File: src/rms_pkg.sv
`default_nettype none

package rms_pkg;

    // Input operation codes
    typedef enum logic [2:0] {
        OP_TICK       = 3'd0,
        OP_STRAIGHT   = 3'd1,
        OP_BACKWARD   = 3'd2,
        OP_TURN_LEFT  = 3'd3,
        OP_TURN_RIGHT = 3'd4,
        OP_STOP       = 3'd5
    } op_t;

    // Motion mode, also reported on motion_mode
    typedef enum logic [2:0] {
        MODE_IDLE     = 3'd0,
        MODE_STRAIGHT = 3'd1,
        MODE_BACK     = 3'd2,
        MODE_LEFT     = 3'd3,
        MODE_RIGHT    = 3'd4
    } mode_t;

    // Configuration register indexes
    localparam logic [2:0] CFG_BASE_POWER    = 3'd0;
    localparam logic [2:0] CFG_TURN_UNITS    = 3'd1;
    localparam logic [2:0] CFG_UNITS_PER_CM  = 3'd2;
    localparam logic [2:0] CFG_FRONT_STOP    = 3'd3;
    localparam logic [2:0] CFG_BACK_STOP     = 3'd4;
    localparam logic [2:0] CFG_SIDE_NEAR     = 3'd5;

    localparam logic [6:0] POWER_MAX = 7'd100;

    // Balance divisor 50000 = 16 * 3125; ceil(2^32 / 3125) is exact for
    // dividends below 2^20 after the shift by four.
    localparam logic [20:0] BAL_RECIP = 21'd1374390;

    // Word held in the input register
    typedef struct packed {
        logic [2:0]         op;
        logic [14:0]        amount;
        logic signed [32:0] sum;
        logic signed [32:0] diff;
        logic [7:0]         fr;
        logic [7:0]         fl;
        logic [7:0]         br;
        logic [7:0]         bl;
        logic [7:0]         rf;
        logic [7:0]         rb;
        logic [7:0]         lf;
        logic [7:0]         lb;
    } in_word_t;

    // Word held in the prepare register, ready for the state update
    typedef struct packed {
        logic [2:0]         op;
        logic [31:0]        lim_prod;
        logic signed [32:0] avg;
        logic signed [32:0] diff;
        logic signed [32:0] ndiff;
        logic               front_block;
        logic               back_block;
        logic signed [9:0]  steer_fwd;
        logic signed [9:0]  steer_bk;
    } prep_word_t;

endpackage

`default_nettype wire

File: src/rms_prep.sv
`default_nettype none

// Per-item arithmetic that needs no motion state: travel limit product,
// average travel, balance quotient, steering offsets and block flags.
module rms_prep (
    input  rms_pkg::in_word_t   in_word,
    input  logic [16:0]         units_per_cm,
    input  logic [15:0]         turn_units_per_degree,
    input  logic [7:0]          front_stop_mm,
    input  logic [7:0]          back_stop_mm,
    input  logic [7:0]          side_near_mm,
    output rms_pkg::prep_word_t prep_word
);

    logic [16:0]        scale;
    logic [31:0]        lim_prod;
    logic signed [32:0] avg_sum;
    logic signed [32:0] avg;
    logic signed [32:0] ndiff;
    logic [32:0]        mag;
    logic [40:0]        recip_prod;
    logic [8:0]         qmag;
    logic signed [9:0]  quot;
    logic signed [8:0]  dr;
    logic signed [8:0]  dl;
    logic               near_rf;
    logic               near_lf;
    logic               near_rb;
    logic               near_lb;
    logic signed [9:0]  steer_fwd;
    logic signed [9:0]  steer_bk;

    // Limit product: cm scale for moves, degree scale for turns
    always_comb
    begin
        if (in_word.op == rms_pkg::OP_STRAIGHT || in_word.op == rms_pkg::OP_BACKWARD)
        begin
            scale = units_per_cm;
        end
        else
        begin
            scale = {1'b0, turn_units_per_degree};
        end
    end

    assign lim_prod = 32'(in_word.amount) * 32'(scale);

    // Average travel, truncated toward zero
    assign avg_sum = in_word.sum + $signed({32'd0, in_word.sum[32]});
    assign avg     = avg_sum >>> 1;

    // Balance quotient diff / 50000 by reciprocal; saturates far beyond power range
    assign ndiff      = -in_word.diff;
    assign mag        = in_word.diff[32] ? ndiff : in_word.diff;
    assign recip_prod = {21'd0, mag[23:4]} * {20'd0, rms_pkg::BAL_RECIP};
    assign qmag       = (mag[32:24] != 9'd0) ? 9'h1FF : recip_prod[40:32];
    assign quot       = in_word.diff[32] ? -$signed({1'b0, qmag}) : $signed({1'b0, qmag});

    // Side wall offsets
    assign dr = $signed({1'b0, in_word.rb}) - $signed({1'b0, in_word.rf});
    assign dl = $signed({1'b0, in_word.lf}) - $signed({1'b0, in_word.lb});

    assign near_rf = in_word.rf < side_near_mm;
    assign near_lf = in_word.lf < side_near_mm;
    assign near_rb = in_word.rb < side_near_mm;
    assign near_lb = in_word.lb < side_near_mm;

    // Steering offset x: left gets base - x, right gets base + x
    always_comb
    begin
        priority if (near_rf)
        begin
            steer_fwd = {dr[8], dr};
        end
        else if (near_lf)
        begin
            steer_fwd = {dl[8], dl};
        end
        else
        begin
            steer_fwd = quot;
        end

        priority if (near_rb)
        begin
            steer_bk = {dr[8], dr};
        end
        else if (near_lb)
        begin
            steer_bk = {dl[8], dl};
        end
        else
        begin
            steer_bk = -quot;
        end
    end

    // Pack the word
    always_comb
    begin
        prep_word.op          = in_word.op;
        prep_word.lim_prod    = lim_prod;
        prep_word.avg         = avg;
        prep_word.diff        = in_word.diff;
        prep_word.ndiff       = ndiff;
        prep_word.front_block = (in_word.fr < front_stop_mm) || (in_word.fl < front_stop_mm);
        prep_word.back_block  = (in_word.br < back_stop_mm) || (in_word.bl < back_stop_mm);
        prep_word.steer_fwd   = steer_fwd;
        prep_word.steer_bk    = steer_bk;
    end

endmodule

`default_nettype wire

File: src/robot_motion_sequencer.sv
// Channel   Handshake             Payload
// --------  --------------------  ---------------------------------------------
// in        in_valid / in_ready   op, amount, left/right_travel, eight ranges
// out       out_valid / out_ready motion_mode, powers, directions, clear_travel,
//                                 just_stopped
// cfg       cfg_valid / cfg_ready cfg_index, cfg_data (always ready)
//
// One word per clock sustained while the output is not stalled; an accepted
// word loads the input register, then the prepare register, then the
// result register.
// The motion state updates as a word moves into the result register.
// Reset clears the motion state and loads the configuration defaults.
// A stalled output holds the pipeline back only as far as it is full.
`default_nettype none

module robot_motion_sequencer (
    input  logic               clk,
    input  logic               rst_n,

    input  logic               in_valid,
    output logic               in_ready,
    input  logic [2:0]         op,
    input  logic [14:0]        amount,
    input  logic signed [31:0] left_travel,
    input  logic signed [31:0] right_travel,
    input  logic [7:0]         range_front_right,
    input  logic [7:0]         range_front_left,
    input  logic [7:0]         range_back_right,
    input  logic [7:0]         range_back_left,
    input  logic [7:0]         range_right_front,
    input  logic [7:0]         range_right_back,
    input  logic [7:0]         range_left_front,
    input  logic [7:0]         range_left_back,

    output logic               out_valid,
    input  logic               out_ready,
    output logic [2:0]         motion_mode,
    output logic [6:0]         left_power,
    output logic [6:0]         right_power,
    output logic               left_direction,
    output logic               right_direction,
    output logic               clear_travel,
    output logic               just_stopped,

    input  logic               cfg_valid,
    output logic               cfg_ready,
    input  logic [2:0]         cfg_index,
    input  logic [16:0]        cfg_data
);

    // Configuration registers
    logic [6:0]  base_power_reg;
    logic [15:0] turn_units_reg;
    logic [16:0] units_per_cm_reg;
    logic [7:0]  front_stop_reg;
    logic [7:0]  back_stop_reg;
    logic [7:0]  side_near_reg;

    // Pipeline
    logic                 s1_valid_reg;
    logic                 s1_valid_next;
    rms_pkg::in_word_t    s1_reg;
    rms_pkg::in_word_t    s1_next;
    logic                 s2_valid_reg;
    logic                 s2_valid_next;
    rms_pkg::prep_word_t  s2_reg;
    rms_pkg::prep_word_t  s2_next;
    logic                 out_valid_reg;
    logic                 out_valid_next;

    logic res_ready;
    logic s2_ready;
    logic s1_ready;
    logic in_fire;
    logic s1_move;
    logic s2_move;

    // Motion state
    rms_pkg::mode_t     mode_reg;
    rms_pkg::mode_t     mode_next;
    logic signed [31:0] travel_limit_reg;
    logic signed [31:0] travel_limit_next;
    logic [6:0]         left_power_reg;
    logic [6:0]         left_power_next;
    logic [6:0]         right_power_reg;
    logic [6:0]         right_power_next;
    logic               left_dir_reg;
    logic               left_dir_next;
    logic               right_dir_reg;
    logic               right_dir_next;
    logic               clear_next;
    logic               stopped_next;

    // Result register
    logic [2:0] out_mode_reg;
    logic [6:0] out_left_power_reg;
    logic [6:0] out_right_power_reg;
    logic       out_left_dir_reg;
    logic       out_right_dir_reg;
    logic       out_clear_reg;
    logic       out_stopped_reg;

    // Update helpers
    logic [6:0]         base_lvl;
    logic signed [31:0] lim_pos;
    logic signed [31:0] lim_neg;
    logic signed [32:0] limit_ext;
    logic               done;
    logic               blocked;
    logic signed [9:0]  steer;
    logic signed [10:0] lp_raw;
    logic signed [10:0] rp_raw;

    function automatic logic [6:0] clamp_power(input logic signed [10:0] v);
        logic [6:0] r;
        if (v[10])
        begin
            r = 7'd0;
        end
        else if (v > $signed({4'd0, rms_pkg::POWER_MAX}))
        begin
            r = rms_pkg::POWER_MAX;
        end
        else
        begin
            r = v[6:0];
        end
        return r;
    endfunction

    // Configuration writes
    assign cfg_ready = 1'b1;

    always_ff @(posedge clk or negedge rst_n)
    begin
        if (!rst_n)
        begin
            base_power_reg   <= 7'd80;
            turn_units_reg   <= 16'd19548;
            units_per_cm_reg <= 17'd100000;
            front_stop_reg   <= 8'd55;
            back_stop_reg    <= 8'd40;
            side_near_reg    <= 8'd65;
        end
        else if (cfg_valid)
        begin
            unique case (cfg_index)
                rms_pkg::CFG_BASE_POWER:   base_power_reg   <= cfg_data[6:0];
                rms_pkg::CFG_TURN_UNITS:   turn_units_reg   <= cfg_data[15:0];
                rms_pkg::CFG_UNITS_PER_CM: units_per_cm_reg <= cfg_data;
                rms_pkg::CFG_FRONT_STOP:   front_stop_reg   <= cfg_data[7:0];
                rms_pkg::CFG_BACK_STOP:    back_stop_reg    <= cfg_data[7:0];
                rms_pkg::CFG_SIDE_NEAR:    side_near_reg    <= cfg_data[7:0];
                default: ;
            endcase
        end
    end

    // Handshake chain
    assign res_ready = !out_valid_reg || out_ready;
    assign s2_ready  = !s2_valid_reg || res_ready;
    assign s1_ready  = !s1_valid_reg || s2_ready;
    assign in_ready  = s1_ready;
    assign in_fire   = in_valid && in_ready;
    assign s1_move   = s1_valid_reg && s2_ready;
    assign s2_move   = s2_valid_reg && res_ready;

    assign s1_valid_next  = in_fire || (s1_valid_reg && !s2_ready);
    assign s2_valid_next  = s1_move || (s2_valid_reg && !res_ready);
    assign out_valid_next = s2_move || (out_valid_reg && !out_ready);

    always_ff @(posedge clk or negedge rst_n)
    begin
        if (!rst_n)
        begin
            s1_valid_reg  <= 1'b0;
            s2_valid_reg  <= 1'b0;
            out_valid_reg <= 1'b0;
        end
        else
        begin
            s1_valid_reg  <= s1_valid_next;
            s2_valid_reg  <= s2_valid_next;
            out_valid_reg <= out_valid_next;
        end
    end

    // Input register word: encoder sum and difference taken exactly
    always_comb
    begin
        s1_next.op     = op;
        s1_next.amount = amount;
        s1_next.sum    = $signed({left_travel[31], left_travel})
                       + $signed({right_travel[31], right_travel});
        s1_next.diff   = $signed({left_travel[31], left_travel})
                       - $signed({right_travel[31], right_travel});
        s1_next.fr     = range_front_right;
        s1_next.fl     = range_front_left;
        s1_next.br     = range_back_right;
        s1_next.bl     = range_back_left;
        s1_next.rf     = range_right_front;
        s1_next.rb     = range_right_back;
        s1_next.lf     = range_left_front;
        s1_next.lb     = range_left_back;
    end

    rms_prep u_prep (
        .in_word               (s1_reg),
        .units_per_cm          (units_per_cm_reg),
        .turn_units_per_degree (turn_units_reg),
        .front_stop_mm         (front_stop_reg),
        .back_stop_mm          (back_stop_reg),
        .side_near_mm          (side_near_reg),
        .prep_word             (s2_next)
    );

    always_ff @(posedge clk)
    begin
        if (in_fire)
        begin
            s1_reg <= s1_next;
        end
        if (s1_move)
        begin
            s2_reg <= s2_next;
        end
    end

    // Motion state update
    assign base_lvl  = (base_power_reg > rms_pkg::POWER_MAX) ? rms_pkg::POWER_MAX
                                                             : base_power_reg;
    assign lim_pos   = s2_reg.lim_prod[31] ? 32'sh7FFF_FFFF : $signed(s2_reg.lim_prod);
    assign lim_neg   = (s2_reg.lim_prod[31] && (s2_reg.lim_prod[30:0] != 31'd0))
                     ? 32'sh8000_0000 : -$signed(s2_reg.lim_prod);
    assign limit_ext = {travel_limit_reg[31], travel_limit_reg};
    assign steer     = (mode_reg == rms_pkg::MODE_STRAIGHT) ? s2_reg.steer_fwd
                                                            : s2_reg.steer_bk;
    assign blocked   = (mode_reg == rms_pkg::MODE_STRAIGHT) ? s2_reg.front_block
                                                            : s2_reg.back_block;
    assign lp_raw    = $signed({4'd0, base_lvl}) - $signed({steer[9], steer});
    assign rp_raw    = $signed({4'd0, base_lvl}) + $signed({steer[9], steer});

    always_comb
    begin
        unique case (mode_reg)
            rms_pkg::MODE_STRAIGHT: done = s2_reg.avg > limit_ext;
            rms_pkg::MODE_BACK:     done = s2_reg.avg < limit_ext;
            rms_pkg::MODE_LEFT:     done = s2_reg.ndiff > limit_ext;
            rms_pkg::MODE_RIGHT:    done = s2_reg.diff > limit_ext;
            default:                done = 1'b0;
        endcase
    end

    always_comb
    begin
        mode_next         = mode_reg;
        travel_limit_next = travel_limit_reg;
        left_power_next   = left_power_reg;
        right_power_next  = right_power_reg;
        left_dir_next     = left_dir_reg;
        right_dir_next    = right_dir_reg;
        clear_next        = 1'b0;
        stopped_next      = 1'b0;

        unique case (s2_reg.op)
            rms_pkg::OP_TICK:
            begin
                if (mode_reg != rms_pkg::MODE_IDLE)
                begin
                    priority if (done)
                    begin
                        mode_next         = rms_pkg::MODE_IDLE;
                        travel_limit_next = 32'sd0;
                        left_power_next   = 7'd0;
                        right_power_next  = 7'd0;
                        stopped_next      = 1'b1;
                    end
                    else if (mode_reg == rms_pkg::MODE_STRAIGHT ||
                             mode_reg == rms_pkg::MODE_BACK)
                    begin
                        if (blocked)
                        begin
                            mode_next         = rms_pkg::MODE_IDLE;
                            travel_limit_next = 32'sd0;
                            left_power_next   = 7'd0;
                            right_power_next  = 7'd0;
                            stopped_next      = 1'b1;
                        end
                        else
                        begin
                            left_power_next  = clamp_power(lp_raw);
                            right_power_next = clamp_power(rp_raw);
                        end
                    end
                    else
                    begin
                        // turning, limit not yet reached: powers stay
                    end
                end
            end
            rms_pkg::OP_STRAIGHT:
            begin
                mode_next         = rms_pkg::MODE_STRAIGHT;
                travel_limit_next = lim_pos;
                left_dir_next     = 1'b0;
                right_dir_next    = 1'b0;
                left_power_next   = base_lvl;
                right_power_next  = base_lvl;
                clear_next        = 1'b1;
            end
            rms_pkg::OP_BACKWARD:
            begin
                mode_next         = rms_pkg::MODE_BACK;
                travel_limit_next = lim_neg;
                left_dir_next     = 1'b1;
                right_dir_next    = 1'b1;
                left_power_next   = base_lvl;
                right_power_next  = base_lvl;
                clear_next        = 1'b1;
            end
            rms_pkg::OP_TURN_LEFT:
            begin
                mode_next         = rms_pkg::MODE_LEFT;
                travel_limit_next = $signed(s2_reg.lim_prod);
                left_dir_next     = 1'b0;
                left_power_next   = 7'd0;
                right_power_next  = base_lvl;
                clear_next        = 1'b1;
            end
            rms_pkg::OP_TURN_RIGHT:
            begin
                mode_next         = rms_pkg::MODE_RIGHT;
                travel_limit_next = $signed(s2_reg.lim_prod);
                right_dir_next    = 1'b0;
                left_power_next   = base_lvl;
                right_power_next  = 7'd0;
                clear_next        = 1'b1;
            end
            rms_pkg::OP_STOP:
            begin
                stopped_next      = (mode_reg != rms_pkg::MODE_IDLE);
                mode_next         = rms_pkg::MODE_IDLE;
                travel_limit_next = 32'sd0;
                left_power_next   = 7'd0;
                right_power_next  = 7'd0;
            end
            default: ;
        endcase
    end

    always_ff @(posedge clk or negedge rst_n)
    begin
        if (!rst_n)
        begin
            mode_reg         <= rms_pkg::MODE_IDLE;
            travel_limit_reg <= 32'sd0;
            left_power_reg   <= 7'd0;
            right_power_reg  <= 7'd0;
            left_dir_reg     <= 1'b0;
            right_dir_reg    <= 1'b0;
        end
        else if (s2_move)
        begin
            mode_reg         <= mode_next;
            travel_limit_reg <= travel_limit_next;
            left_power_reg   <= left_power_next;
            right_power_reg  <= right_power_next;
            left_dir_reg     <= left_dir_next;
            right_dir_reg    <= right_dir_next;
        end
    end

    // Result register
    always_ff @(posedge clk)
    begin
        if (s2_move)
        begin
            out_mode_reg        <= mode_next;
            out_left_power_reg  <= left_power_next;
            out_right_power_reg <= right_power_next;
            out_left_dir_reg    <= left_dir_next;
            out_right_dir_reg   <= right_dir_next;
            out_clear_reg       <= clear_next;
            out_stopped_reg     <= stopped_next;
        end
    end

    assign out_valid       = out_valid_reg;
    assign motion_mode     = out_mode_reg;
    assign left_power      = out_left_power_reg;
    assign right_power     = out_right_power_reg;
    assign left_direction  = out_left_dir_reg;
    assign right_direction = out_right_dir_reg;
    assign clear_travel    = out_clear_reg;
    assign just_stopped    = out_stopped_reg;

    // Checks
    a_power_range: assert property (@(posedge clk) disable iff (!rst_n)
        out_valid |-> (left_power <= rms_pkg::POWER_MAX) && (right_power <= rms_pkg::POWER_MAX))
        else $error("motor power above maximum");

    a_idle_quiet: assert property (@(posedge clk) disable iff (!rst_n)
        (mode_reg == rms_pkg::MODE_IDLE) |->
            (left_power_reg == 7'd0) && (right_power_reg == 7'd0) && (travel_limit_reg == 32'sd0))
        else $error("idle mode with power or limit left set");

    a_stop_idle: assert property (@(posedge clk) disable iff (!rst_n)
        (out_valid && just_stopped) |-> !clear_travel && (motion_mode == rms_pkg::MODE_IDLE))
        else $error("stop word reports motion or encoder clear");

    a_state_hold: assert property (@(posedge clk) disable iff (!rst_n)
        !s2_move |=> $stable(mode_reg) && $stable(travel_limit_reg))
        else $error("motion state changed without a word completing");

endmodule

`default_nettype wire
File: config.mk
export PLATFORM = sky130hd
export DESIGN_NAME = robot_motion_sequencer
export DESIGN_NICKNAME = d
export VERILOG_FILES = /design/src/rms_pkg.sv /design/src/rms_prep.sv /design/src/robot_motion_sequencer.sv
export SDC_FILE = /design/constraint.sdc
export NUM_CORES = 2
export LEC_CHECK = 0
export BUFFER_PORTS_ARGS = -buffer_cell sky130_fd_sc_hd__buf_2
export CAP_MARGIN = 20
export CORE_ASPECT_RATIO = 0.9
export CORE_MARGIN = 2
export CORE_UTILIZATION = 35
export DETAILED_ROUTE_END_ITERATION = 10
export GPL_TIMING_DRIVEN = 0
export SLEW_MARGIN = 20
export SYNTH_ARGS = -nofsm -noshare
export SYNTH_HDL_FRONTEND = slang
export SYNTH_HIERARCHICAL = 1
export SYNTH_SLANG_ARGS = --single-unit
File: constraint.sdc
create_clock -name clk -period 22.2 [get_ports clk]
set_input_delay 3.33 -clock clk [delete_from_list [all_inputs] [get_ports clk]]
set_output_delay 3.33 -clock clk [all_outputs]
set_load 0.02 [all_outputs]
* After elaboration in Yosys (flattened, before gate mapping) *
Index checks and enable logic that the tools add are counted.

operators by class
  add/sub/neg operators = 11
  multiply operators = 2
  div/mod/pow operators = 0
  magnitude comparators = 15
  eq/ne operators = 19
  shift operators = 0
  muxes and demuxes = 46
  bitwise operators = 0
  reduce and logical (&&, ||, !) cells = 44

operators with widths
  kind                    number
  $mux 32                 5
  $pmux 32 s5             1
  $mux 7                  13
  $gt 33x32->1            2
  $lt 8x8->1              8
  $mux 10                 6
  $pmux 7 s3              2
  $mul 20x20->40 const B  1
  $add 32x32->33          1
  $add 33x2->33           1
  $mux 33                 1
  $neg 33->33             1
  $sub 32x32->33          1
  $gt 32x32->1            1
  $lt 32x32->1            1
  $mul 15x17->32          1
  $neg 32->32             1
  $mux 31                 1
  $reduce_bool 31->1      1
  $gt 11x8->1 const B     2
  $eq 3x2->1 const B      7
  $pmux 3 s6              1
  $sub 8x8->9             2
  $mux 17                 1
  other kinds (26)        75

word-level totals
  flip-flop bits (word level) = 442
  bits in latches = 0
  bits in writable memories = 0
  memory bits (read-only) = 0
  input port bits = 171
  output and inout port bits = 24
  word-level logic and storage cells = 180
  memories = 0

* Logic depth before layout (Yosys ltp) *
  word-level depth = 11
  gate-level depth with buffers = 41
  mapped depth without buffers = 40

* By module *
Netlist, hierarchy kept.

modules (own cells, without submodules)
  module                  instances  cells an instance  area an instance (sq um)  sequential area each (sq um)
  robot_motion_sequencer  1          1965               23127.2                   12712.2
  rms_prep                1          2313               20535.9                   0.0

* Worst setup path before layout *
Ideal clock, no wire load.

  kind = register to register
  from = register s1_reg[97] (netlist name)
  to = register s2_reg[9] (netlist bit), data pin
  arrival = 9970 ps
  path slack = 11975 ps
  stages on the path, launching flop included = 39
  buffers on the path = 0
  path through = edfxtp_1 inv_1 ha_1 or3b_1 nor2_1 nand3_1 or3_1 or3_1 nor3_1 nor2_1 xnor2_1 inv_1 ha_1 ha_1 inv_1 fa_1 inv_1 fa_1 (+3 left out) fa_1 inv_1 ha_1 a2111oi_0 o21ai_1 o2111ai_1 o2111ai_1 or4b_2 and3_1 nor2_1 ha_1 inv_1 o31ai_1 a32oi_1 or3b_1 nand2b_1 or3_1 a31o_1

RTL lines
  what                    RTL line                       text
  end signal: assignment  robot_motion_sequencer.sv:225  s2_reg <= s2_next;
  end: declaration        robot_motion_sequencer.sv:66   rms_pkg::prep_word_t s2_reg;

==> impl_metrics.xml <==
<?xml version="1.0" encoding="UTF-8"?>
<metrics>
  <group name="global_routing">
    <metric name="grt_util_met3" unit="%">2.53</metric>
    <metric name="globalRoute.busiestLayer" unit="">met2</metric>
    <metric name="grt_first_pass_wirelength" unit="um">181000</metric>
    <metric name="gr-usage-met2" unit="%">28.2</metric>
    <metric name="use_met1" unit="%">25.8</metric>
    <metric name="grt_pass1_vias" unit="">31981</metric>
    <metric name="globalRouteTotalUtil" unit="%">17.9</metric>
    <metric name="initial_antenna_violation_count" unit="">1</metric>
    <metric name="grt_start_max_net_pins" unit="">66</metric>
    <metric name="grt_remaining_overflow" unit="">0</metric>
  </group>
  <group name="layout">
    <metric name="syn_to_final_growth" unit="%">11.4</metric>
    <metric name="diodes" unit="">0</metric>
    <metric name="flip_flop_count_of_the_largest_register_all_copies_and_words_added" unit="">156</metric>
    <metric name="num-fill-cells" unit="">12151</metric>
    <metric name="drive_gt1_share" unit="%">11.0</metric>
    <metric name="final_nets" unit="">5630</metric>
  </group>
  <group name="critical_path">
    <metric name="critical_path_required" unit="ns">22.62</metric>
    <metric name="category_of_the_critical_setup_timing_path" unit="">reg -&gt; reg</metric>
    <metric name="max_stage_delay" unit="ns">0.66</metric>
    <metric name="cp_data_arrival_time" unit="ns">13.14</metric>
    <metric name="worstPathBufferInverterCount" unit="">10</metric>
    <metric name="cpLargestDelayFamily" unit="">adder cells</metric>
    <metric name="critical-path-top-cell-by-count" unit="">inv_1</metric>
    <metric name="critPathMaxFanout" unit="">10</metric>
    <metric name="worstSetupEndpointType" unit="">flip-flop</metric>
    <metric name="slowest_stage" unit="">xnor2_1</metric>
    <metric name="setup.worst_path.start_class" unit="">flip-flop</metric>
  </group>
  <group name="cts">
    <metric name="htree_levels" unit="">2</metric>
    <metric name="cts_sinks" unit="">442</metric>
    <metric name="post_cts_resize_count" unit="">0</metric>
    <metric name="clkLatencyLatePin" unit="ns">0.62</metric>
    <metric name="clock-root-buffer" unit="">clkbuf_16</metric>
    <metric name="post_cts_hold_buffer_count" unit="">0</metric>
    <metric name="cts_setup_buffers" unit="">0</metric>
    <metric name="clock_tree_from_tritoncts" unit="">done</metric>
    <metric name="clock_tree.buffer_depth" unit="">3</metric>
    <metric name="clock_slew_at_the_register_clock_pins_of_the_worst_setup_and_hold_paths" unit="ns">0.06</metric>
    <metric name="tritoncts.num_buffers" unit="">52</metric>
  </group>
  <group name="floorplanning">
    <metric name="dieWidth" unit="um">376</metric>
    <metric name="io_pins" unit="">195</metric>
    <metric name="start_util" unit="%">35.4</metric>
    <metric name="floorplan.die.height" unit="um">339</metric>
    <metric name="fp.coreArea" unit="um^2">123000</metric>
    <metric name="fp.dieArea" unit="um^2">128000</metric>
    <metric name="placementRows" unit="">122</metric>
  </group>
  <group name="timing">
    <metric name="worst_slew_margin_rel" unit="%">29.9</metric>
    <metric name="max_clock_freq" unit="MHz">78.6</metric>
    <metric name="drv_slew" unit="">0</metric>
    <metric name="fin_crit" unit="ns">12.72</metric>
    <metric name="hold-worst-slack" unit="ns">0.502</metric>
    <metric name="skew" unit="ns">0.0264</metric>
    <metric name="fin_crit_sh" unit="%">57.3</metric>
    <metric name="setup_repair_after_global_routing_missed_its_margin" unit="">no</metric>
    <metric name="setup_violations" unit="">0</metric>
    <metric name="worst-slew-pin-transition" unit="ns">1.04</metric>
    <metric name="fin_tns_setup" unit="ns">0</metric>
    <metric name="final_hold_viol_count" unit="">0</metric>
  </group>
  <group name="flow_run">
    <metric name="max-cap-violations" unit="">0</metric>
  </group>
  <group name="yosys">
    <metric name="synth.yosys.warnings" unit="">6</metric>
    <metric name="synth-edff-count" unit="">324</metric>
    <metric name="synth.cells.most_frequent" unit="">611 x inv_1, 570 x ha_1, 357 x fa_1</metric>
    <metric name="synth_nets" unit="">5376</metric>
    <metric name="async_reset_ff_share" unit="%">26.7</metric>
    <metric name="mapped_cell_area" unit="um^2">43700</metric>
    <metric name="synth_top_area_share" unit="%">22.3</metric>
    <metric name="yosys-top-cells-area" unit="">edfxtp_1 22%, fa_1 16%, ha_1 16%</metric>
    <metric name="synth_ff_type" unit="">edfxtp_1</metric>
    <metric name="postSynthRegisterBits" unit="">442</metric>
    <metric name="yosysTopAreaCell" unit="">edfxtp_1</metric>
    <metric name="synth_most_common_cell" unit="">inv_1</metric>
    <metric name="synth_sequential_area_ratio" unit="%">29.1</metric>
    <metric name="synth_cell_type_count" unit="">98</metric>
    <metric name="syn_inst" unit="">4278</metric>
    <metric name="synthesis.area_per_instance" unit="um^2">10.2</metric>
  </group>
  <group name="place">
    <metric name="dp_hpwl" unit="um">93100</metric>
    <metric name="place_congestion" unit="">0.932</metric>
    <metric name="numPortBuffers" unit="">191</metric>
  </group>
  <group name="routing">
    <metric name="vias" unit="">31907</metric>
    <metric name="drtPass1Iterations" unit="">5</metric>
    <metric name="finalWirelength" unit="um">115000</metric>
    <metric name="antenna_left" unit="">0</metric>
    <metric name="vias_per_cell" unit="">5.16</metric>
    <metric name="wire_per_inst" unit="um">18.6</metric>
    <metric name="drcViolationCount" unit="">0</metric>
    <metric name="number_of_drc_markers_in_iteration_0" unit="">2332</metric>
  </group>
  <group name="run_status">
    <metric name="outcome" unit="">complete, no violations</metric>
  </group>
  <group name="min_path">
    <metric name="timing.hold.worst.class" unit="">reg -&gt; reg</metric>
  </group>
</metrics>
path summary, 6_finish.rpt:
check / endpoint / startpoint / cells after the start / slack (ns)
setup / recovery: s2_reg[7] / s1_reg[68] / 41 / 9.48
min in group asynchronous: right_power_reg[4] / rst_n / 1 / 2.66
hold reg to reg: units_per_cm_reg[3] / units_per_cm_reg[3] / 1 / 0.50
hold / removal: units_per_cm_reg[3] / units_per_cm_reg[3] / 1 / 0.50
setup reg to reg: s2_reg[7] / s1_reg[68] / 41 / 9.48
max in group asynchronous: units_per_cm_reg[9] / rst_n / 2 / 18.80
cell usage in the layout, fill, tap and decap left out, types with 104 or more instances in the layout:
cell,n
inv_1,611
ha_1,570
fa_1,357
edfxtp_1,324
nand2_1,304
a21oi_1,203
buf_2,197
nor2_1,195
xnor2_1,130
clkbuf_1,110
o21ai_0,109
and2_1,104
per-layer routing:
layer | vias up | part of all wire [%]
met3 | 143 | 5.9
met5 | - | 0
met2 | 929 | 45
met1 | 15651 | 47
met4 | 0 | 2.2
li1 | 15184 | -
logic make-up after synthesis:
kind of cell	Yosys count	share of synthesized area, %
AOI/OAI and AO/OA	731	11.2
other	1	0.00859
xor gates and xnor gates	197	3.95
muxes	148	3.73
buffers and inverters	786	7.19
DFF	442	29.1
and+or+nand+nor	1039	12.0
adders and majority gates	934	32.9
area by class of cell:
type | instances | area (um^2) | area share (%)
plain buffers | 172 | 836 | 1.72
clock buffers | 62 | 1410 | 2.90
inverters | 614 | 2300 | 4.74
flip-flops and latches | 442 | 12700 | 26.1
clock inverters | 35 | 390 | 0.802
well taps | 1612 | 2020 | 4.15
repair buffers | 200 | 1150 | 2.37
multi-input cells | 3050 | 27800 | 57.2
stage by stage:
step,cells,instance area (um^2),util [%],setup WS [ns]
6_report,6187,48700,39.5,9.48
4_1_cts,6187,48700,39.5,9.50
3_3_place_gp,6081,46600,37.8,9.77
5_1_grt,6187,48700,39.5,8.95
2_1_floorplan,4278,43700,-,11.97
3_5_place_dp,6090,46900,38.0,9.57
Power is not shown: default switching activity piles up to over one toggle a cycle in this logic, so the estimate is an artifact.
